## src/rtl/nfr_pkg.sv

```systemverilog
// ----------------------------------------------------------------------------
// nfr_pkg
// Shared constants, types and helpers for the notification frame reassembler.
// ----------------------------------------------------------------------------
package nfr_pkg;

   localparam int FRAME_LENGTH_DEFAULT = 300;
   localparam int BYTE_WIDTH           = 8;
   localparam int POS_WIDTH            = 9;
   localparam int KIND_WIDTH           = 2;
   localparam int MATCH_WIDTH          = 2;

   // opening sequence of a frame
   localparam logic [BYTE_WIDTH-1:0] SYNC_0 = 8'h55;
   localparam logic [BYTE_WIDTH-1:0] SYNC_1 = 8'hAA;
   localparam logic [BYTE_WIDTH-1:0] SYNC_2 = 8'hEB;
   localparam logic [BYTE_WIDTH-1:0] SYNC_3 = 8'h90;
   localparam logic [BYTE_WIDTH-1:0] SYNC_SUM = BYTE_WIDTH'(SYNC_0 + SYNC_1 + SYNC_2 + SYNC_3);
   localparam logic [MATCH_WIDTH-1:0] SYNC_LAST_IDX = 2'd3;
   localparam logic [POS_WIDTH-1:0]   FIRST_BODY_POS = 9'd4;
   localparam logic [POS_WIDTH-1:0]   TYPE_POS       = 9'd4;
   localparam logic [POS_WIDTH-1:0]   COUNT_POS      = 9'd5;

   // type byte codes
   localparam logic [BYTE_WIDTH-1:0] TYPE_CONFIG_INFO = 8'h01;
   localparam logic [BYTE_WIDTH-1:0] TYPE_CELL_DATA   = 8'h02;
   localparam logic [BYTE_WIDTH-1:0] TYPE_DEVICE_INFO = 8'h03;

   typedef enum logic [KIND_WIDTH-1:0] {
      KIND_CONFIG_INFO = 2'd0,
      KIND_CELL_DATA   = 2'd1,
      KIND_DEVICE_INFO = 2'd2,
      KIND_UNKNOWN     = 2'd3
   } frame_kind_type;

   // one pending response: either the four-byte opening burst or a single byte
   typedef struct packed {
      logic                  valid;
      logic                  opening;
      logic [BYTE_WIDTH-1:0] out_byte;
      logic [POS_WIDTH-1:0]  byte_position;
      logic                  frame_end;
      logic                  checksum_ok;
      frame_kind_type        frame_kind;
      logic [BYTE_WIDTH-1:0] frame_count;
   } rsp_desc_type;

   function automatic logic [BYTE_WIDTH-1:0] sync_byte(input logic [MATCH_WIDTH-1:0] idx);
      logic [BYTE_WIDTH-1:0] b;
      unique case (idx)
         2'd0:    b = SYNC_0;
         2'd1:    b = SYNC_1;
         2'd2:    b = SYNC_2;
         default: b = SYNC_3;
      endcase
      return b;
   endfunction

   function automatic frame_kind_type classify(input logic [BYTE_WIDTH-1:0] t);
      frame_kind_type k;
      unique case (t)
         TYPE_CONFIG_INFO: k = KIND_CONFIG_INFO;
         TYPE_CELL_DATA:   k = KIND_CELL_DATA;
         TYPE_DEVICE_INFO: k = KIND_DEVICE_INFO;
         default:          k = KIND_UNKNOWN;
      endcase
      return k;
   endfunction

endpackage

```

## src/rtl/nfr_channels.sv

```systemverilog
// ----------------------------------------------------------------------------
// nfr channel interfaces
// Valid/ready request and response channels of the frame reassembler.
// ----------------------------------------------------------------------------
interface nfr_req_if;
   logic                           valid;
   logic                           ready;
   logic [nfr_pkg::BYTE_WIDTH-1:0] data_byte;
   logic                           packet_start;

   modport source (output valid, output data_byte, output packet_start, input ready);
   modport sink   (input valid, input data_byte, input packet_start, output ready);
endinterface

interface nfr_rsp_if;
   logic                            valid;
   logic                            ready;
   logic [nfr_pkg::BYTE_WIDTH-1:0]  out_byte;
   logic [nfr_pkg::POS_WIDTH-1:0]   byte_position;
   logic                            run_last;
   logic                            frame_end;
   logic                            checksum_ok;
   logic [nfr_pkg::KIND_WIDTH-1:0]  frame_kind;
   logic [nfr_pkg::BYTE_WIDTH-1:0]  frame_count;

   modport source (output valid, output out_byte, output byte_position, output run_last,
                   output frame_end, output checksum_ok, output frame_kind,
                   output frame_count, input ready);
   modport sink   (input valid, input out_byte, input byte_position, input run_last,
                   input frame_end, input checksum_ok, input frame_kind,
                   input frame_count, output ready);
endinterface

```

## src/rtl/nfr_frame_tracker.sv

```systemverilog
// ----------------------------------------------------------------------------
// nfr_frame_tracker
// Hunts for the opening sequence, tracks frame position and checksum, and
// produces at most one valid response descriptor per accepted request.
// ----------------------------------------------------------------------------
module nfr_frame_tracker #(
   parameter int FRAME_LENGTH = nfr_pkg::FRAME_LENGTH_DEFAULT
) (
   input  logic                           clock,
   input  logic                           reset,
   input  logic                           csr_write_enable,
   input  logic                           csr_write_data,
   input  logic                           req_fire,
   input  logic [nfr_pkg::BYTE_WIDTH-1:0] data_byte,
   input  logic                           packet_start,
   output nfr_pkg::rsp_desc_type          desc
);

   localparam logic [nfr_pkg::POS_WIDTH-1:0] LAST_POS = nfr_pkg::POS_WIDTH'(FRAME_LENGTH - 1);

   logic                              enable_ff;
   logic                              capturing_ff, capturing_in;
   logic [nfr_pkg::MATCH_WIDTH-1:0]   match_ff, match_in;
   logic [nfr_pkg::POS_WIDTH-1:0]     fill_ff, fill_in;
   logic [nfr_pkg::BYTE_WIDTH-1:0]    sum_ff, sum_in;
   logic [nfr_pkg::BYTE_WIDTH-1:0]    type_ff, type_in;
   logic [nfr_pkg::BYTE_WIDTH-1:0]    count_ff, count_in;

   always_comb begin
      capturing_in = capturing_ff;
      match_in     = match_ff;
      fill_in      = fill_ff;
      sum_in       = sum_ff;
      type_in      = type_ff;
      count_in     = count_ff;

      desc               = '0;
      desc.out_byte      = data_byte;
      desc.byte_position = fill_ff;
      desc.frame_kind    = nfr_pkg::KIND_CONFIG_INFO;

      if (req_fire && enable_ff) begin
         if (!capturing_ff) begin
            if (packet_start) begin
               match_in = (data_byte == nfr_pkg::SYNC_0) ? 2'd1 : 2'd0;
            end else if (match_ff == 2'd0 || data_byte != nfr_pkg::sync_byte(match_ff)) begin
               match_in = 2'd0;
            end else if (match_ff == nfr_pkg::SYNC_LAST_IDX) begin
               // full opening sequence: open the frame and emit the burst
               desc.valid   = 1'b1;
               desc.opening = 1'b1;
               match_in     = 2'd0;
               capturing_in = 1'b1;
               fill_in      = nfr_pkg::FIRST_BODY_POS;
               sum_in       = nfr_pkg::SYNC_SUM;
               type_in      = '0;
               count_in     = '0;
            end else begin
               match_in = match_ff + 2'd1;
            end
         end else if (fill_ff >= LAST_POS) begin
            desc.valid       = 1'b1;
            desc.frame_end   = 1'b1;
            desc.checksum_ok = (sum_ff == data_byte);
            desc.frame_kind  = nfr_pkg::classify(type_ff);
            desc.frame_count = count_ff;
            capturing_in     = 1'b0;
            match_in         = 2'd0;
            fill_in          = '0;
            sum_in           = '0;
         end else begin
            desc.valid = 1'b1;
            if (fill_ff == nfr_pkg::TYPE_POS)  type_in  = data_byte;
            if (fill_ff == nfr_pkg::COUNT_POS) count_in = data_byte;
            sum_in  = sum_ff + data_byte;
            fill_in = fill_ff + 9'd1;
         end
      end
   end

   always_ff @(posedge clock) begin
      if (reset) begin
         enable_ff    <= 1'b0;
         capturing_ff <= 1'b0;
         match_ff     <= '0;
         fill_ff      <= '0;
         sum_ff       <= '0;
         type_ff      <= '0;
         count_ff     <= '0;
      end else begin
         if (csr_write_enable) begin
            enable_ff <= csr_write_data;
         end
         capturing_ff <= capturing_in;
         match_ff     <= match_in;
         fill_ff      <= fill_in;
         sum_ff       <= sum_in;
         type_ff      <= type_in;
         count_ff     <= count_in;
      end
   end

endmodule

```

## src/rtl/nfr_rsp_serializer.sv

```systemverilog
// ----------------------------------------------------------------------------
// nfr_rsp_serializer
// Response register: holds one descriptor and plays it out, expanding the
// opening burst into four responses.
// ----------------------------------------------------------------------------
module nfr_rsp_serializer (
   input  logic                            clock,
   input  logic                            reset,
   input  logic                            load,
   input  nfr_pkg::rsp_desc_type           desc,
   output logic                            load_ready,
   output logic                            rsp_valid,
   input  logic                            rsp_ready,
   output logic [nfr_pkg::BYTE_WIDTH-1:0]  rsp_out_byte,
   output logic [nfr_pkg::POS_WIDTH-1:0]   rsp_byte_position,
   output logic                            rsp_run_last,
   output logic                            rsp_frame_end,
   output logic                            rsp_checksum_ok,
   output logic [nfr_pkg::KIND_WIDTH-1:0]  rsp_frame_kind,
   output logic [nfr_pkg::BYTE_WIDTH-1:0]  rsp_frame_count
);

   logic                            valid_ff;
   logic [nfr_pkg::MATCH_WIDTH-1:0] beat_ff;
   nfr_pkg::rsp_desc_type           desc_ff;
   logic                            last_beat;

   assign last_beat  = !desc_ff.opening || (beat_ff == nfr_pkg::SYNC_LAST_IDX);
   assign load_ready = !valid_ff || (rsp_ready && last_beat);

   always_comb begin
      rsp_valid         = valid_ff;
      rsp_out_byte      = desc_ff.out_byte;
      rsp_byte_position = desc_ff.byte_position;
      rsp_run_last      = last_beat;
      rsp_frame_end     = desc_ff.frame_end;
      rsp_checksum_ok   = desc_ff.checksum_ok;
      rsp_frame_kind    = desc_ff.frame_kind;
      rsp_frame_count   = desc_ff.frame_count;
      if (desc_ff.opening) begin
         rsp_out_byte      = nfr_pkg::sync_byte(beat_ff);
         rsp_byte_position = nfr_pkg::POS_WIDTH'(beat_ff);
      end
   end

   always_ff @(posedge clock) begin
      if (reset) begin
         valid_ff <= 1'b0;
         beat_ff  <= '0;
      end else if (load) begin
         valid_ff <= desc.valid;
         beat_ff  <= '0;
      end else if (valid_ff && rsp_ready) begin
         if (last_beat) begin
            valid_ff <= 1'b0;
         end else begin
            beat_ff <= beat_ff + 2'd1;
         end
      end
   end

   always_ff @(posedge clock) begin
      if (load) begin
         desc_ff <= desc;
      end
   end

endmodule

```

## src/rtl/notification_frame_reassembler_unit.sv

```systemverilog
// ----------------------------------------------------------------------------
// notification_frame_reassembler_unit
// Rebuilds fixed-length frames from link-packet bytes: sync hunt, position,
// additive checksum, type class and counter on the final byte.
//
//   channel   dir   handshake      payload
//   req_chan  in    valid/ready    data_byte, packet_start
//   rsp_chan  out   valid/ready    out_byte, byte_position, run_last,
//                                  frame_end, checksum_ok, frame_kind,
//                                  frame_count
//   csr_*     in    write enable   capture_enable
//
// One request per cycle while the response register can take it; a request that
// opens a frame yields four responses, every other request yields at most one.
// A request is taken whenever the response register is empty or its last
// response leaves in the same cycle, so a stalled response holds the input.
// Synchronous active-high reset returns to hunting with capture disabled.
// ----------------------------------------------------------------------------
module notification_frame_reassembler_unit #(
   parameter int FRAME_LENGTH = nfr_pkg::FRAME_LENGTH_DEFAULT
) (
   input  logic       clock,
   input  logic       reset,
   nfr_req_if.sink    req_chan,
   nfr_rsp_if.source  rsp_chan,
   input  logic       csr_write_enable,
   input  logic       csr_write_data
);

   nfr_pkg::rsp_desc_type desc;
   logic                  req_fire;

   assign req_fire = req_chan.valid && req_chan.ready;

   nfr_frame_tracker #(
      .FRAME_LENGTH (FRAME_LENGTH)
   ) u_tracker (
      .clock            (clock),
      .reset            (reset),
      .csr_write_enable (csr_write_enable),
      .csr_write_data   (csr_write_data),
      .req_fire         (req_fire),
      .data_byte        (req_chan.data_byte),
      .packet_start     (req_chan.packet_start),
      .desc             (desc)
   );

   nfr_rsp_serializer u_serializer (
      .clock             (clock),
      .reset             (reset),
      .load              (req_fire),
      .desc              (desc),
      .load_ready        (req_chan.ready),
      .rsp_valid         (rsp_chan.valid),
      .rsp_ready         (rsp_chan.ready),
      .rsp_out_byte      (rsp_chan.out_byte),
      .rsp_byte_position (rsp_chan.byte_position),
      .rsp_run_last      (rsp_chan.run_last),
      .rsp_frame_end     (rsp_chan.frame_end),
      .rsp_checksum_ok   (rsp_chan.checksum_ok),
      .rsp_frame_kind    (rsp_chan.frame_kind),
      .rsp_frame_count   (rsp_chan.frame_count)
   );

   // frame end is always a single response
   a_end_is_last: assert property (@(posedge clock) disable iff (reset)
      rsp_chan.valid && rsp_chan.frame_end |-> rsp_chan.run_last)
      else $error("frame end inside a burst");

   // only the opening burst has non-last responses, at positions 0..2
   a_burst_pos: assert property (@(posedge clock) disable iff (reset)
      rsp_chan.valid && !rsp_chan.run_last |-> rsp_chan.byte_position < 9'd3)
      else $error("burst response at wrong position");

   // a burst continues with the next position
   a_burst_step: assert property (@(posedge clock) disable iff (reset)
      rsp_chan.valid && rsp_chan.ready && !rsp_chan.run_last |=>
         rsp_chan.valid &&
         rsp_chan.byte_position == $past(rsp_chan.byte_position) + 9'd1)
      else $error("burst broken");

   // an empty response register never blocks requests
   a_empty_ready: assert property (@(posedge clock) disable iff (reset)
      !rsp_chan.valid |-> req_chan.ready)
      else $error("request blocked while idle");

endmodule
```

## src/flat_wrapper.sv

```systemverilog
// flat-port wrapper written by rule: the top's interface ports become plain ports
module notification_frame_reassembler_unit_flat 
#(
   parameter int FRAME_LENGTH = nfr_pkg::FRAME_LENGTH_DEFAULT
)
  (clock, reset, csr_write_enable, csr_write_data, req_chan_valid, req_chan_data_byte, req_chan_packet_start, req_chan_ready, rsp_chan_valid, rsp_chan_out_byte, rsp_chan_byte_position, rsp_chan_run_last, rsp_chan_frame_end, rsp_chan_checksum_ok, rsp_chan_frame_kind, rsp_chan_frame_count, rsp_chan_ready);
  nfr_req_if req_chan_i ();
  nfr_rsp_if rsp_chan_i ();
  input  logic clock;
  input  logic reset;
  input  logic csr_write_enable;
  input  logic csr_write_data;
  input wire logic [$bits(req_chan_i.valid)-1:0] req_chan_valid;
  input wire logic [$bits(req_chan_i.data_byte)-1:0] req_chan_data_byte;
  input wire logic [$bits(req_chan_i.packet_start)-1:0] req_chan_packet_start;
  output wire logic [$bits(req_chan_i.ready)-1:0] req_chan_ready;
  output wire logic [$bits(rsp_chan_i.valid)-1:0] rsp_chan_valid;
  output wire logic [$bits(rsp_chan_i.out_byte)-1:0] rsp_chan_out_byte;
  output wire logic [$bits(rsp_chan_i.byte_position)-1:0] rsp_chan_byte_position;
  output wire logic [$bits(rsp_chan_i.run_last)-1:0] rsp_chan_run_last;
  output wire logic [$bits(rsp_chan_i.frame_end)-1:0] rsp_chan_frame_end;
  output wire logic [$bits(rsp_chan_i.checksum_ok)-1:0] rsp_chan_checksum_ok;
  output wire logic [$bits(rsp_chan_i.frame_kind)-1:0] rsp_chan_frame_kind;
  output wire logic [$bits(rsp_chan_i.frame_count)-1:0] rsp_chan_frame_count;
  input wire logic [$bits(rsp_chan_i.ready)-1:0] rsp_chan_ready;
  assign req_chan_i.valid = req_chan_valid;
  assign req_chan_i.data_byte = req_chan_data_byte;
  assign req_chan_i.packet_start = req_chan_packet_start;
  assign req_chan_ready = req_chan_i.ready;
  assign rsp_chan_valid = rsp_chan_i.valid;
  assign rsp_chan_out_byte = rsp_chan_i.out_byte;
  assign rsp_chan_byte_position = rsp_chan_i.byte_position;
  assign rsp_chan_run_last = rsp_chan_i.run_last;
  assign rsp_chan_frame_end = rsp_chan_i.frame_end;
  assign rsp_chan_checksum_ok = rsp_chan_i.checksum_ok;
  assign rsp_chan_frame_kind = rsp_chan_i.frame_kind;
  assign rsp_chan_frame_count = rsp_chan_i.frame_count;
  assign rsp_chan_i.ready = rsp_chan_ready;
  notification_frame_reassembler_unit #(.FRAME_LENGTH(FRAME_LENGTH)) u_core (.clock(clock), .reset(reset), .req_chan(req_chan_i), .rsp_chan(rsp_chan_i), .csr_write_enable(csr_write_enable), .csr_write_data(csr_write_data));
endmodule
```

## config.mk

```make
export PLATFORM = sky130hd
export DESIGN_NAME = notification_frame_reassembler_unit_flat
export DESIGN_NICKNAME = d
export VERILOG_FILES = /design/src/rtl/nfr_pkg.sv /design/src/rtl/nfr_channels.sv /design/src/rtl/nfr_frame_tracker.sv /design/src/rtl/nfr_rsp_serializer.sv /design/src/rtl/notification_frame_reassembler_unit.sv /design/src/flat_wrapper.sv
export SDC_FILE = /design/constraint.sdc
export NUM_CORES = 1
export LEC_CHECK = 0
export BUFFER_PORTS_ARGS = -buffer_cell sky130_fd_sc_hd__buf_4
export CAP_MARGIN = 5
export CORE_MARGIN = 8
export CORE_UTILIZATION = 60
export CTS_BUF_LIST = sky130_fd_sc_hd__clkbuf_8
export DETAILED_ROUTE_END_ITERATION = 16
export HOLD_SLACK_MARGIN = 0.12
export PLACE_DENSITY = 0.82
export SLEW_MARGIN = 20
export SYNTH_ARGS = -nofsm -noshare
export SYNTH_HDL_FRONTEND = slang
export SYNTH_HIERARCHICAL = 1
export SYNTH_SLANG_ARGS = --single-unit
```

## constraint.sdc

```tcl
create_clock -name clock -period 3.9 [get_ports clock]
set_input_delay 0.78 -clock clock [delete_from_list [all_inputs] [get_ports clock]]
set_output_delay 0.78 -clock clock [all_outputs]
set_load 0.02 [all_outputs]
```

## Word level (Yosys, flattened, before mapping)

Index checks and enable logic that the tools add are counted.

- Bitwise gates (word level): 2
- Shift operators: 0
- Divide/modulo/power cells: 0
- Mux-type cells: 48
- Multipliers: 0
- Reduce and logical (&&, ||, !) cells: 24
- Equality and inequality tests: 20
- Order comparisons: 1
- Add/subtract/negate cells: 4

Operators with widths:

| cell | number |
|---|---|
| 2-to-1 mux 8 bit | 18 |
| 2-to-1 mux 9 bit | 6 |
| one-hot mux 8 bit (3 select lines) | 2 |
| equality test 9 x 3 -> 1 bit (second input constant) | 2 |
| 2-to-1 mux 2 bit | 9 |
| equality test 8 x 2 -> 1 bit (second input constant) | 2 |
| 2-to-1 mux 12 bit | 1 |
| AND reduction 6 bit | 2 |
| 2-to-1 mux 1 bit | 11 |
| adder 9 x 1 -> 9 bit (second input constant) | 1 |
| greater-or-equal comparator 9 bit (second input constant) | 1 |
| adder 8 bit | 1 |
| equality test 2 bit (second input constant) | 4 |
| equality test 8 x 1 -> 1 bit (second input constant) | 1 |
| equality test 8 x 7 -> 1 bit (second input constant) | 1 |
| equality test 8 bit | 1 |
| != test 2 x 1 -> 1 bit (second input constant) | 4 |
| != test 8 bit | 1 |
| AND reduction 2 bit | 4 |
| one-hot mux 2 bit (3 select lines) | 1 |
| nonzero test 2 bit | 3 |
| adder 2 x 1 -> 2 bit (second input constant) | 2 |
| equality test 2 x 1 -> 1 bit (second input constant) | 2 |
| logical AND 1 bit | 4 |
| other kinds (9) | 15 |

- Input bits: 15
- Bits in latches: 0
- Bits in writable memories: 0
- Memories kept: 0
- Output and inout port bits: 32
- ROM bits: 0
- Register bits after elaboration: 70

## Logic depth before layout (Yosys ltp)

Gate-level depths: netlist of run 1.

- Depth after elaboration: 14
- Depth in mapped cells: 10

## By module

The synthesis of run 1 kept the hierarchy.

By module, submodules not included:

| module | area each (um^2) | cells each | times used | sequential area each (um^2) |
|---|---|---|---|---|
| nfr_frame_tracker | 2,233.4 | 256 | 1 | 740.7 |
| nfr_rsp_serializer | 1,365.1 | 89 | 1 | 960.9 |
| notification_frame_reassembler_unit | 6.3 | 1 | 1 | 0.0 |

## Worst setup path after synthesis of run 1

No wires, ideal clock.

- Path kind: flip-flop to flip-flop
- From: reg u_core/u_serializer/beat_ff[0] (netlist name)
- To: reg u_core/u_tracker/count_ff[0] (netlist name)
- Arrival: 3,319 ps
- Path slack: 520 ps
- Stages on the path, launching flop included: 10
- Path through: dfxtp_1 ha_1 nand2b_1 a21bo_2 and2_1 and2_1 clkbuf_1 nand2_1 nor3_1 a22o_1

- Word-level cells in the longest chain between the ends: 7

RTL lines:

| what | RTL line | text |
|---|---|---|
| start, declared | nfr_rsp_serializer.sv:24 | `logic [nfr_pkg::MATCH_WIDTH-1:0] beat_ff;` |
| start signal, assigned | nfr_rsp_serializer.sv:57 | `beat_ff <= beat_ff + 2'd1;` |
| equality test 2 bit | nfr_rsp_serializer.sv:28 | `assign last_beat = !desc_ff.opening \|\| (beat_ff == nfr_pkg::SYNC_LAST_IDX);` |
| logical OR 1 bit | nfr_rsp_serializer.sv:28 |  |
| named net rsp_chan_run_last | flat_wrapper.sv:20 | `output wire logic [$bits(rsp_chan_i.run_last)-1:0] rsp_chan_run_last;` |
| logical AND 1 bit | nfr_rsp_serializer.sv:29 | `assign load_ready = !valid_ff \|\| (rsp_ready && last_beat);` |
| logical OR 1 bit | nfr_rsp_serializer.sv:29 |  |
| named net req_chan_ready | flat_wrapper.sv:16 | `output wire logic [$bits(req_chan_i.ready)-1:0] req_chan_ready;` |
| logical AND 1 bit | notification_frame_reassembler_unit.sv:33 | `assign req_fire = req_chan.valid && req_chan.ready;` |
| named net u_core.req_fire | notification_frame_reassembler_unit.sv:31 | `logic req_fire;` |
| logical AND 1 bit | nfr_frame_tracker.sv:42 | `if (req_fire && enable_ff) begin` |
| AND reduction 6 bit (no source line) | -- |  |
| end signal, assigned | nfr_frame_tracker.sv:99 | `count_ff <= count_in;` |
| end, declared | nfr_frame_tracker.sv:27 | `logic [nfr_pkg::BYTE_WIDTH-1:0] count_ff, count_in;` |

The timed path passes the listed nets, and every way through them passes these cells.
A chain may end at the register's enable or synchronous reset.

## Worst setup path in the final report of run 1

- From: reg u_core/u_serializer/desc_ff[29] (netlist name)
- To: reg u_core/u_tracker/type_ff[7] (netlist name)

- Word-level cells in the longest chain between the ends: 7

RTL lines:

| what | RTL line | text |
|---|---|---|
| start, declared | nfr_rsp_serializer.sv:25 | `nfr_pkg::rsp_desc_type desc_ff;` |
| start signal, assigned | nfr_rsp_serializer.sv:64 | `desc_ff <= desc;` |
| logical NOT 1 bit | nfr_rsp_serializer.sv:28 |  |
| logical OR 1 bit | nfr_rsp_serializer.sv:28 |  |
| logical AND 1 bit | nfr_rsp_serializer.sv:29 |  |
| logical OR 1 bit | nfr_rsp_serializer.sv:29 |  |
| logical AND 1 bit | notification_frame_reassembler_unit.sv:33 |  |
| named net u_core.req_fire | notification_frame_reassembler_unit.sv:31 |  |
| logical AND 1 bit | nfr_frame_tracker.sv:42 |  |
| AND reduction 6 bit (no source line) | -- |  |
| end signal, assigned | nfr_frame_tracker.sv:98 | `type_ff <= type_in;` |
| end, declared | nfr_frame_tracker.sv:26 | `logic [nfr_pkg::BYTE_WIDTH-1:0] type_ff, type_in;` |

The timed path passes the listed nets, and every way through them passes these cells.

==> summary.md, run 1 <==
| Metric | Value |
|---|---|
| Crit-path most repeated cell | and2_1 |
| Final wirelength | 7906 um |
| Dominant synthesized flop cell | dfxtp_1 |
| Postcts setup bufs | 0 |
| WHS | 0.4789 ns |
| Share of the synthesized area in the top cell type | 0.2499 |
| Final hold violations | 0 |
| Clock Skew | 0.009031 ns |
| CP Launch Type | register |
| Crit path DAT | 3.21 ns |
| Sequential fraction of the synthesis area | 0.4721 |
| Total GRT Usage | 0.1891 |
| Clock-pin slew on the worst setup and hold paths | 0.08 ns |
| Synthesized area | 3605 sq um |
| CTS Hold Bufs | 0 |
| Crit path cell chain | nand2b_1 -> a21bo_2 -> and2_1 -> and2_1 -> buf_4 -> nand2_1 -> nor3_1 -> a22o_1 |
| Fmax | 342.5 MHz |
| Io pins | 47 |
| Tot Pwr | 1552 uW |
| Reg2Reg Setup Slack | 0.98 ns |
| Asr flop ratio synth | 0 |
| First-pass GRT wire length | 13080 um |
| # diodes | 0 |
| RD Place Congestion | 0.9292 |
| Cells after synthesis | 346 |
| Max FO, Critical Path | 21 |
| Syn_area_per_cell | 10.42 sq um |
| R2r startpoint | u_core/u_serializer/desc_ff[29] |
| Vias per cell | 6.152 |
| Post-synthesis register bit count | 70 |
| HP Class | reg2reg |
| Antenna-violating nets left | 0 |
| RSZ-0062 raised after global routing | no |
| Routed vias | 2799 |
| Worst hold path endpoint | u_core/u_tracker/count_ff[3] |
| Worst Path Required | 4.19 ns |
| Worst-Skew Late Latency | 0.35 ns |
| Max incr delay on CP | 0.79 ns |
| CTS tree | built |
| H-tree depth | 3 |
| CTS max path bufs | 2 |
| P&R area growth vs syn | 13.43% |
| WS Path Type | reg2reg |
| CTS Sinks | 70 |
| Largest area contributor in the netlist | edfxtp_1 |
| Resized Gates After CTS | 0 |
| Max-Cap Viols | 0 |
| Die H | 93.51 um |
| Outcome | finished, final reports clean |
| Post-synth EDFFs | 30 |
| Critical path's slowest cell | nor3_1 |
| Logic pwr share | 0.076 |
| Clk root buf | clkbuf_8 |
| Slew HR | 0.4158 |
| Worst hold stages | 1 |
| Post-route minimum period | 2.920 ns |
| Synth top area cells | edfxtp_1, dfxtp_1, ha_1 |
| Period utilization | 0.7486 |
| Final setup viols | 0 |
| Share of cells above drive strength 1 | 0.2026 |
| Initial DRC Count | 153 |
| Cts bufs inserted | 9 |
| Gr ovfl total | 0 |
| Yosys warns | 6 |
| Sw frac | 0.2264 |
| Worst hold start | u_core/u_tracker/count_ff[3] |
| Switching power total | 351.3 uW |
| Clk pwr share | 0.417 |
| Largest net degree at the start of global routing | 37 |
| Int Power | 1200 uW |
| Vias in the first global route | 2676 |
| Die area | 8744 sq um |
| Post-synthesis net count | 380 |
| Capturing point of the worst reg2reg path | u_core/u_tracker/type_ff[7] |
| Worst VDD drop | 262.8 uV |
| Final TNS setup | 0 ns |
| Filler cells | 455 |
| Row count | 28 |
| Placement-stage cell area | 3866 sq um |
| Post-DR wirelength/cell | 17.38 um |
| Sequential share of power | 0.507 |
| Core area | 5851 sq um |
| Final Max Slew Viols | 0 |
| P_leak | 0.001608 uW |
| Initial Util | 0.6161 |
| Actual slew at the worst max-slew pin | 0.8696 ns |
| Antenna violations before repair | 0 |
| Critical path endpoint category | register |
| Detailed-router iteration count before antenna repair | 4 |
| Fin util | 0.6989 |
| Count of cell types in the netlist | 57 |
| DIE WIDTH | 93.51 um |
| Nets | 409 |
| Final Instance Area | 4089 sq um |
| Buffers on Ports | 46 |
| Dpl hpwl | 5533 um |
| Reg2Reg Depth | 8 |
| Number of remaining DRC errors | 0 |
| Pwr Density | 379.5 nW/um^2 |
==> synth_stat cells, types with 4 or more instances <==
master / number
dfxtp_1: 40
nand2_1: 16
a22o_1: 16
a21oi_1: 20
mux2_2: 5
o21ai_0: 9
ha_1: 18
nor3b_1: 4
mux2i_1: 5
buf_4: 20
and2_1: 10
nor2_1: 13
clkbuf_1: 8
nor3_1: 13
nand3_1: 16
a211oi_1: 5
or3_1: 7
nor2b_1: 8
edfxtp_1: 30
o21ai_1: 7
inv_1: 17
==> placed cells by master (no fill, tap or decap), types with 4 or more instances in the layout <==
| master | synthesis | routed |
|---|---|---|
| nor2b_1 | 8 | 8 |
| and2_1 | 10 | 10 |
| a211oi_1 | 5 | 5 |
| nand2_1 | 16 | 16 |
| mux2_2 | 5 | 5 |
| o21ai_0 | 9 | 9 |
| buf_4 | 20 | 49 |
| nor3b_1 | 4 | 4 |
| o21ai_1 | 7 | 7 |
| clkbuf_8 | 0 | 10 |
| dfxtp_1 | 40 | 40 |
| inv_1 | 17 | 18 |
| a22o_1 | 16 | 16 |
| ha_1 | 18 | 18 |
| a21oi_1 | 20 | 20 |
| nor3_1 | 13 | 13 |
| nand3_1 | 16 | 16 |
| nor2_1 | 13 | 13 |
| edfxtp_1 | 30 | 30 |
| or3_1 | 7 | 7 |
| mux2i_1 | 5 | 5 |
==> registers in the layout, indices dropped and copies added (netlist names) <==
signal	count
u_core/u_tracker/type_ff	8
u_core/u_tracker/fill_ff	9
u_core/u_tracker/capturing_ff	1
u_core/u_serializer/desc_ff	18
u_core/u_tracker/sum_ff	8
u_core/u_serializer/rsp_checksum_ok	1
u_core/u_serializer/rsp_frame_count	8
u_core/u_tracker/enable_ff	1
u_core/u_serializer/rsp_valid	1
u_core/u_serializer/rsp_frame_end	1
u_core/u_serializer/beat_ff	2
u_core/u_tracker/count_ff	8
u_core/u_serializer/rsp_frame_kind	2
u_core/u_tracker/match_ff	2
==> worst max-delay path, delay by kind of cell (launching register included) <==
| kind | cells | cell delay (ns) |
|---|---|---|
| AO/OA/AOI/OAI | 2 | 0.40 |
| flip-flops | 1 | 0.67 |
| AND/OR/NAND/NOR | 5 | 1.57 |
| buffers and inverters | 1 | 0.21 |
==> kinds of logic (layout without fill, tap and decap cells) <==
logic type / Yosys count / count (layout) / share of synthesized area
DFF: 70 / 70 / 0.4721
muxes: 10 / 10 / 0.02950
and+or+nand+nor: 108 / 108 / 0.1666
buffers and inverters: 48 / 82 / 0.07323
xor gates and xnor gates: 6 / 6 / 0.01458
adders and majority gates: 19 / 19 / 0.06803
AOI/OAI and AO/OA: 85 / 85 / 0.1760
==> metal layers <==
metal / vias to the layer above / part of all wire / global-route usage / routed length (um)
li1: 1323 / - / - / -
met1: 1361 / 0.44 / 0.2287 / 3457
met2: 102 / 0.46 / 0.3008 / 3617
met3: 13 / 0.090 / 0.06571 / 713
met4: 0 / 0.015 / 0.07517 / 117
met5: - / 0 / 0 / 0
==> layout make-up <==
cell class,instances,area (sq um),share of cell area
clock inverter,6,85.08,0.02081
multi-input combinational,228,1639,0.4009
tap,75,93.84,0.02295
clock buffer,10,137.6,0.03366
timing repair buffer,49,367.9,0.08996
inverter,17,63.81,0.01561
sequential,70,1702,0.4162
==> worst max-delay path by stage <==
stage | from | end | cells after the start
after floorplan | u_core/u_serializer/beat_ff[0] | u_core/u_tracker/count_ff[0] | 9
after global placement | req_chan_data_byte[1] | u_core/u_serializer/rsp_valid | 7
after detailed placement | req_chan_data_byte[1] | u_core/u_serializer/rsp_valid | 7
after CTS | u_core/u_serializer/desc_ff[29] | u_core/u_tracker/count_ff[6] | 8
after global routing | u_core/u_serializer/desc_ff[29] | u_core/u_tracker/type_ff[7] | 8
final | u_core/u_serializer/desc_ff[29] | u_core/u_tracker/type_ff[7] | 8
==> through the flow <==
step / instances / setup WS (ns)
floorplan: 346 / 0.5197
global placement: 439 / 1.094
detailed placement: 439 / 1.003
CTS: 455 / 1.010
global route: 455 / 0.7552
finish: 455 / 0.9804
==> power groups by stage <==
stage          Sequential, uW  Combinational, uW  Clock (uW)
2_1_floorplan             801               77.3           0
3_3_place_gp              803                115           0
3_5_place_dp              804                117           0
4_1_cts                   787                117         658
5_1_grt                   789                126         689
6_report                  787                117         647
No activity file was read; power rests on OpenSTA's default activity.
==> run 2, diff against run 1 <==
--- a/config.mk
+++ b/config.mk
@@ -5,14 +5,15 @@
 export SDC_FILE = /design/constraint.sdc
 export NUM_CORES = 1
 export LEC_CHECK = 0
+export ABC_AREA = 1
 export BUFFER_PORTS_ARGS = -buffer_cell sky130_fd_sc_hd__buf_4
 export CAP_MARGIN = 5
 export CORE_MARGIN = 8
-export CORE_UTILIZATION = 60
+export CORE_UTILIZATION = 55
 export CTS_BUF_LIST = sky130_fd_sc_hd__clkbuf_8
 export DETAILED_ROUTE_END_ITERATION = 16
 export HOLD_SLACK_MARGIN = 0.12
-export PLACE_DENSITY = 0.82
+export PLACE_DENSITY = 0.79
 export SLEW_MARGIN = 20
 export SYNTH_ARGS = -nofsm -noshare
 export SYNTH_HDL_FRONTEND = slang
==> constraint.sdc (replaced) <==
create_clock -name clock -period 2.57 [get_ports clock]
set_input_delay 0.514 -clock clock [delete_from_list [all_inputs] [get_ports clock]]
set_output_delay 0.514 -clock clock [all_outputs]
set_load 0.02 [all_outputs]
==> run 2 against run 1 <==
  * Flip-flop and latch count unchanged
  * Total power increased by 49%
  * Setup slack got worse by 0.72 ns
  * Utilization fell by 7.4 points
  * First-iteration DRC count up 100%
  * Via count is 17% higher
  * Synthesized cell count up 47%
  * Sequential power up 51%
  * Die area grew 16%
  * Clock power grew 40%
  * Clock-buffer cell count down 1
  * Area after synthesis is 9.8% higher
  * Critical endpoint is now u_core/u_tracker/count_ff[1]
  * Largest power group unchanged
==> summary.md, run 2 <==
| Metric | Value |
|---|---|
| Critical path depth | 15 |
| Worst-Skew Late Latency | 0.36 ns |
| Dominant synthesized flop cell | dfxtp_1 |
| Io pins | 47 |
| Antenna violations before repair | 0 |
| Post-route minimum period | 2.307 ns |
| Crit path to | u_core/u_tracker/count_ff[1] |
| Final Max Slew Viols | 0 |
| Fmax | 433.6 MHz |
| Sw frac | 0.2553 |
| Sequential fraction of the synthesis area | 0.4298 |
| Post-synth EDFFs | 30 |
| Period utilization | 0.8975 |
| Final WS setup | 0.2635 ns |
| Syn_area_per_cell | 7.808 sq um |
| Dpl ws | 0.2392 ns |
| Final hold violations | 0 |
| Row count | 31 |
| Initial DRC Count | 312 |
| Placed insts | 621 |
| Max FO, Critical Path | 12 |
| Vias in the first global route | 3116 |
| Share of cells above drive strength 1 | 0.1933 |
| CTS tree | built |
| FF/Latch Area | 1702 sq um |
| Asr flop ratio synth | 0 |
| Filler cells | 623 |
| HP Class | in2reg |
| Detailed-router iteration count before antenna repair | 4 |
| Tot Pwr | 2307 uW |
| P&R area growth vs syn | 12.04% |
| Worst path bufs/invs | 2 |
| Max-Cap Viols | 0 |
| CTS max path bufs | 2 |
| Post-synthesis register bit count | 70 |
| Routed vias | 3277 |
| Die H | 100.8 um |
| Slew HR | 0.5266 |
| Most frequent cells in the layout | nand2_1, inv_1, nor2_1 |
| RD Place Congestion | 0.8976 |
| WS Path Type | reg2reg |
| Delay-heaviest family, CP | simple AND/OR/NAND/NOR gates |
| Most common cell in the netlist | nand2_1 |
| Cts bufs inserted | 9 |
| R2r startpoint | u_core/u_serializer/beat_ff[0] |
| Capturing point of the worst reg2reg path | u_core/u_tracker/count_ff[1] |
| Antenna-violating nets left | 0 |
| DIE WIDTH | 100.8 um |
| Buffers on Ports | 46 |
| Final wirelength | 8709 um |
| Crit path cell chain | ha_1 -> inv_1 -> nand2_2 -> nand2_1 -> nand2_2 -> nand2_1 -> clkinvlp_4 -> nand2_2 -> nor3_2 -> nand4_2 -> nand2_2 -> nand3_4 -> nand2_1 -> nand2_1 -> nor2_1 |
| Initial Util | 0.5577 |
| Reg2Reg Depth | 15 |
| Post-DR wirelength/cell | 13.67 um |
| Clock Skew | 0.01695 ns |
| Footprint of the multi-input gates | 1724 sq um |
| Max incr delay on CP | 0.40 ns |
| Count of cell types in the netlist | 37 |
| Commonest non-fill, non-tap cell in the layout | nand2_1 |
| Clock-pin slew on the worst setup and hold paths | 0.08 ns |
| Largest net degree at the start of global routing | 34 |
| H-tree depth | 3 |
| Share of the synthesized area in the top cell type | 0.2276 |
| Nets | 567 |
| Switching power total | 589.0 uW |
| Cells after synthesis | 507 |
| Die area | 10170 sq um |
| Finished Layout Cells | 637 |
| Dpl hpwl | 6341 um |
| Vias per cell | 5.144 |
| Number of remaining DRC errors | 0 |
| First-pass GRT wire length | 14430 um |
| Reg2Reg Setup Slack | 0.26 ns |
| Critical path endpoint category | register |
| Synthesized area | 3959 sq um |
| Worst Path Required | 2.87 ns |
| Pwr Density | 520.2 nW/um^2 |
| Crit path DAT | 2.60 ns |
| Worst VDD drop | 251.7 uV |
| CP Launch Type | register |
| Sequential share of power | 0.517 |
| Worst hold stages | 2 |
| Final TNS setup | 0 ns |
| Synth top area cells | edfxtp_1, dfxtp_1, nand2_1 |
| Yosys warns | 6 |
| Setup crit start | u_core/u_serializer/beat_ff[0] |
| Clk root buf | clkbuf_8 |
| P_leak | 0.002021 uW |
| Critical path's slowest cell | dfxtp_1 |
| Total GRT Usage | 0.1815 |
| CTS Sinks | 70 |
| Logic pwr share | 0.089 |
| # diodes | 0 |
| Largest Register | u_core/u_serializer/desc_ff |
| RSZ-0062 raised after global routing | no |
| Clk pwr share | 0.394 |
| Gr ovfl total | 0 |
| Core area | 7098 sq um |
| Post-synthesis net count | 541 |
| Max reg flops | 18 |
| Final setup viols | 0 |
| Largest area contributor in the netlist | edfxtp_1 |
| Int Power | 1718 uW |
| Biggest regs | u_core/u_serializer/desc_ff: 18 flops, u_core/u_tracker/fill_ff: 9 flops |
| Outcome | finished, final reports clean |
| Commonest cells post-synth | nand2_1, inv_1, nor2_1 |
| Actual slew at the worst max-slew pin | 0.7093 ns |
-- run 2: power groups by stage --
stage                     sequential [uW]  clock (uW)  combinational [uW]
after floorplan                      1220           0                 130
after global placement               1220           0                 204
after detailed placement             1220           0                 206
after CTS                            1190         927                 206
after global routing                 1200         976                 223
final                                1190         908                 205
-- run 2: layer usage --
metal  up-vias  wire (um)  track usage
met2       107       4224       0.3062
met1      1499       3696       0.2122
met3        15        619      0.05180
met4         0        169      0.06860
li1       1656          -            -
met5         -          0            0
-- run 2: worst register-to-register path, stage by stage, from the launching register on --
cell	delay, ns
dfxtp_1	0.40
ha_1	0.19
inv_1	0.06
nand2_2	0.08
nand2_1	0.07
nand2_2	0.08
nand2_1	0.09
clkinvlp_4	0.10
nand2_2	0.09
nor3_2	0.15
nand4_2	0.17
nand2_2	0.28
nand3_4	0.21
nand2_1	0.13
nand2_1	0.06
nor2_1	0.10
-- run 2: final cells by class --
type,instances,share of cell area
Inverter,77,0.06601
Tap cell,99,0.02793
Sequential cell,70,0.3836
Multi-Input combinational cell,325,0.3887
Timing Repair Buffer,50,0.08745
Clock inverter,7,0.01834
Clock buffer,9,0.02793
-- run 2: what timing repair did --
item	in CTS	in global routing
endpoints found under the setup margin	0	2
hold buffers	0	0
resized for setup	0	1
setup buffers	0	0
-- run 2: metrics by stage --
step / hold slack [ns] / util / instance area [sq um]
floorplan: 0.4064 / - / 3965
global route: 0.3258 / 0.6249 / 4436
global placement: 0.4617 / 0.5949 / 4223
detailed placement: 0.4668 / 0.5949 / 4223
CTS: 0.3323 / 0.6238 / 4428
finish: 0.3453 / 0.6249 / 4436
-- run 2: cell families after synthesis --
| logic type | after synthesis | synth area share |
|---|---|---|
| buf+inv | 112 | 0.1372 |
| compound gates | 51 | 0.07870 |
| flops | 70 | 0.4298 |
| fa+ha+maj | 19 | 0.06195 |
| simple gates | 250 | 0.2813 |
| xor+xnor | 5 | 0.01106 |
-- run 2: how the worst min path moves through the flow --
stage | startpoint | endpoint | slack, ns
floorplan | u_core/u_tracker/fill_ff[3] | u_core/u_serializer/desc_ff[15] | 0.41
global placement | u_core/u_tracker/sum_ff[4] | u_core/u_tracker/sum_ff[4] | 0.46
detailed placement | u_core/u_tracker/sum_ff[4] | u_core/u_tracker/sum_ff[4] | 0.47
CTS | csr_write_enable | u_core/u_tracker/enable_ff | 0.33
global route | csr_write_enable | u_core/u_tracker/enable_ff | 0.33
finish | csr_write_enable | u_core/u_tracker/enable_ff | 0.35
==> run 3, diff against run 2 <==
--- a/config.mk
+++ b/config.mk
@@ -9,11 +9,10 @@
 export BUFFER_PORTS_ARGS = -buffer_cell sky130_fd_sc_hd__buf_4
 export CAP_MARGIN = 5
 export CORE_MARGIN = 8
-export CORE_UTILIZATION = 55
+export CORE_UTILIZATION = 40
 export CTS_BUF_LIST = sky130_fd_sc_hd__clkbuf_8
 export DETAILED_ROUTE_END_ITERATION = 16
 export HOLD_SLACK_MARGIN = 0.12
-export PLACE_DENSITY = 0.79
 export SLEW_MARGIN = 20
 export SYNTH_ARGS = -nofsm -noshare
 export SYNTH_HDL_FRONTEND = slang
==> run 3 against run 2 <==
  * Final area grew 2.6%
  * Clock-buffer cell count is the same
  * Register-to-register slack about the same
  * Flip-flop and latch count unchanged
  * Die area increased by 31%
  * Non-clock buffer count increased by 3
  * Setup slack gained 0.0070 ns
  * Clock power rose by 30%
==> summary.md, run 3 (same netlist as run 2, synthesis figures left out) <==
| Metric | Value |
|---|---|
| Post-route minimum period | 2.299 ns |
| Largest net degree at the start of global routing | 34 |
| Total GRT Usage | 0.1440 |
| Row count | 36 |
| Final wirelength | 9108 um |
| Share of cells above drive strength 1 | 0.1978 |
| Dpl ws | 0.2467 ns |
| Final setup viols | 0 |
| Final WS setup | 0.2705 ns |
| Max reg flops | 18 |
| Post-DR wirelength/cell | 13.51 um |
| Pwr Density | 567.5 nW/um^2 |
| Vias in the first global route | 3129 |
| Actual slew at the worst max-slew pin | 0.4136 ns |
| Crit path DAT | 2.53 ns |
| Placement-stage cell area | 4275 sq um |
| Max FO, Critical Path | 13 |
| Largest Register | u_core/u_serializer/desc_ff |
| Resized Gates After CTS | 0 |
| First-pass GRT wire length | 15270 um |
| Clock Skew | 0.01044 ns |
| Initial DRC Count | 218 |
| WS Path Type | reg2reg |
| Slew HR | 0.7242 |
| Outcome | finished, final reports clean |
| Most frequent cells in the layout | nand2_1, inv_1, nor2_1 |
| Dpl hpwl | 6770 um |
| Nets | 570 |
| Critical path endpoint category | register |
| Final TNS setup | 0 ns |
| Worst Path Required | 2.80 ns |
| Worst hold start | csr_write_enable |
| Setup crit start | u_core/u_serializer/beat_ff[0] |
| Final Max Slew Viols | 0 |
| P&R area growth vs syn | 14.98% |
| Gr ovfl total | 0 |
| Biggest regs | u_core/u_serializer/desc_ff: 18 flops, u_core/u_tracker/fill_ff: 9 flops |
| CTS tree | built |
| HP Class | in2reg |
| Core area | 9684 sq um |
| Clk root buf | clkbuf_8 |
| Worst VDD drop | 287.3 uV |
| P_leak | 0.002064 uW |
| Fmax | 434.9 MHz |
| Antenna violations before repair | 0 |
| R2r startpoint | u_core/u_serializer/beat_ff[0] |
| Period utilization | 0.8947 |
| Vias per cell | 4.819 |
| Tot Pwr | 2583 uW |
| H-tree depth | 3 |
| Io pins | 47 |
| DIE WIDTH | 115.5 um |
| Clock-pin slew on the worst setup and hold paths | 0.08 ns |
| RSZ-0062 raised after global routing | no |
| Final hold violations | 0 |
| CTS max path bufs | 2 |
| RD Place Congestion | 0.8683 |
| Detailed-router iteration count before antenna repair | 5 |
| Cts bufs inserted | 9 |
| Postcts setup bufs | 0 |
| Worst-Skew Late Latency | 0.35 ns |
| Die area | 13340 sq um |
| CP Launch Type | register |
| CTS Sinks | 70 |
| # diodes | 0 |
| Final Instance Area | 4552 sq um |
| Antenna-violating nets left | 0 |
| Routed vias | 3248 |
| Commonest non-fill, non-tap cell in the layout | nand2_1 |
| Max-Cap Viols | 0 |
| CTS Hold Bufs | 0 |
| Die H | 115.5 um |
| Initial Util | 0.4088 |
| Number of remaining DRC errors | 0 |
| Buffers on Ports | 46 |
[run 3: changes by cell type in the layout (fill, tap and decap cells not counted)]
cell       previous run  this run
inv_6                 2         1
clkinv_4              3         1
bufinv_16             1         4
buf_4                49        53
buf_12                1         0
[run 3: cell type report]
class,count,area [sq um]
fill,955,5132
multi-input combinational,325,1724
sequential,70,1702
timing repair buffer,53,397.9
inverter,77,292.8
tap,133,166.4
clock inverter,7,145.1
clock buffer,9,123.9
[run 3: worst paths after layout]
check / endpoint / slack [ns] / depth (start not counted)
worst max-delay path: u_core/u_tracker/fill_ff[6] / 0.27 / 15
worst min-delay path: u_core/u_tracker/enable_ff / 0.35 / 2
worst max register to register: u_core/u_tracker/fill_ff[6] / 0.27 / 15
worst min register to register: u_core/u_tracker/sum_ff[4] / 0.48 / 2
[run 3: stage by stage]
step | utilization | cells | hold slack (ns)
floorplan | - | 507 | 0.4064
global placement | 0.4415 | 658 | 0.4588
detailed placement | 0.4415 | 658 | 0.4649
CTS | 0.4693 | 674 | 0.3326
global route | 0.4700 | 674 | 0.3324
finish | 0.4700 | 674 | 0.3510
[run 3: where the power goes]
part / internal (uW) / switching (uW)
sequential: 1180 / 9.01
combinational: 75.2 / 133
clock: 748 / 433
[run 3: routing by layer]
| metal | global-route usage | wire [um] | vias to the layer above |
|---|---|---|---|
| met5 | 0 | 0 | - |
| met4 | 0.04991 | 153 | 0 |
| met3 | 0.03700 | 562 | 15 |
| met2 | 0.2403 | 4254 | 90 |
| met1 | 0.1758 | 4137 | 1483 |
| li1 | - | - | 1660 |
[run 3: critical path, stage by stage, from the launching register on]
cell        delay (ns)
dfxtp_1           0.38
ha_1              0.19
inv_1             0.06
nand2_2           0.07
nand2_1           0.06
nand2_2           0.08
nand2_1           0.09
clkinvlp_4        0.10
nand2_2           0.09
nor3_2            0.15
nand4_2           0.18
nand2_2           0.29
buf_4             0.23
o21ai_0           0.10
nand2_1           0.07
a21oi_1           0.04
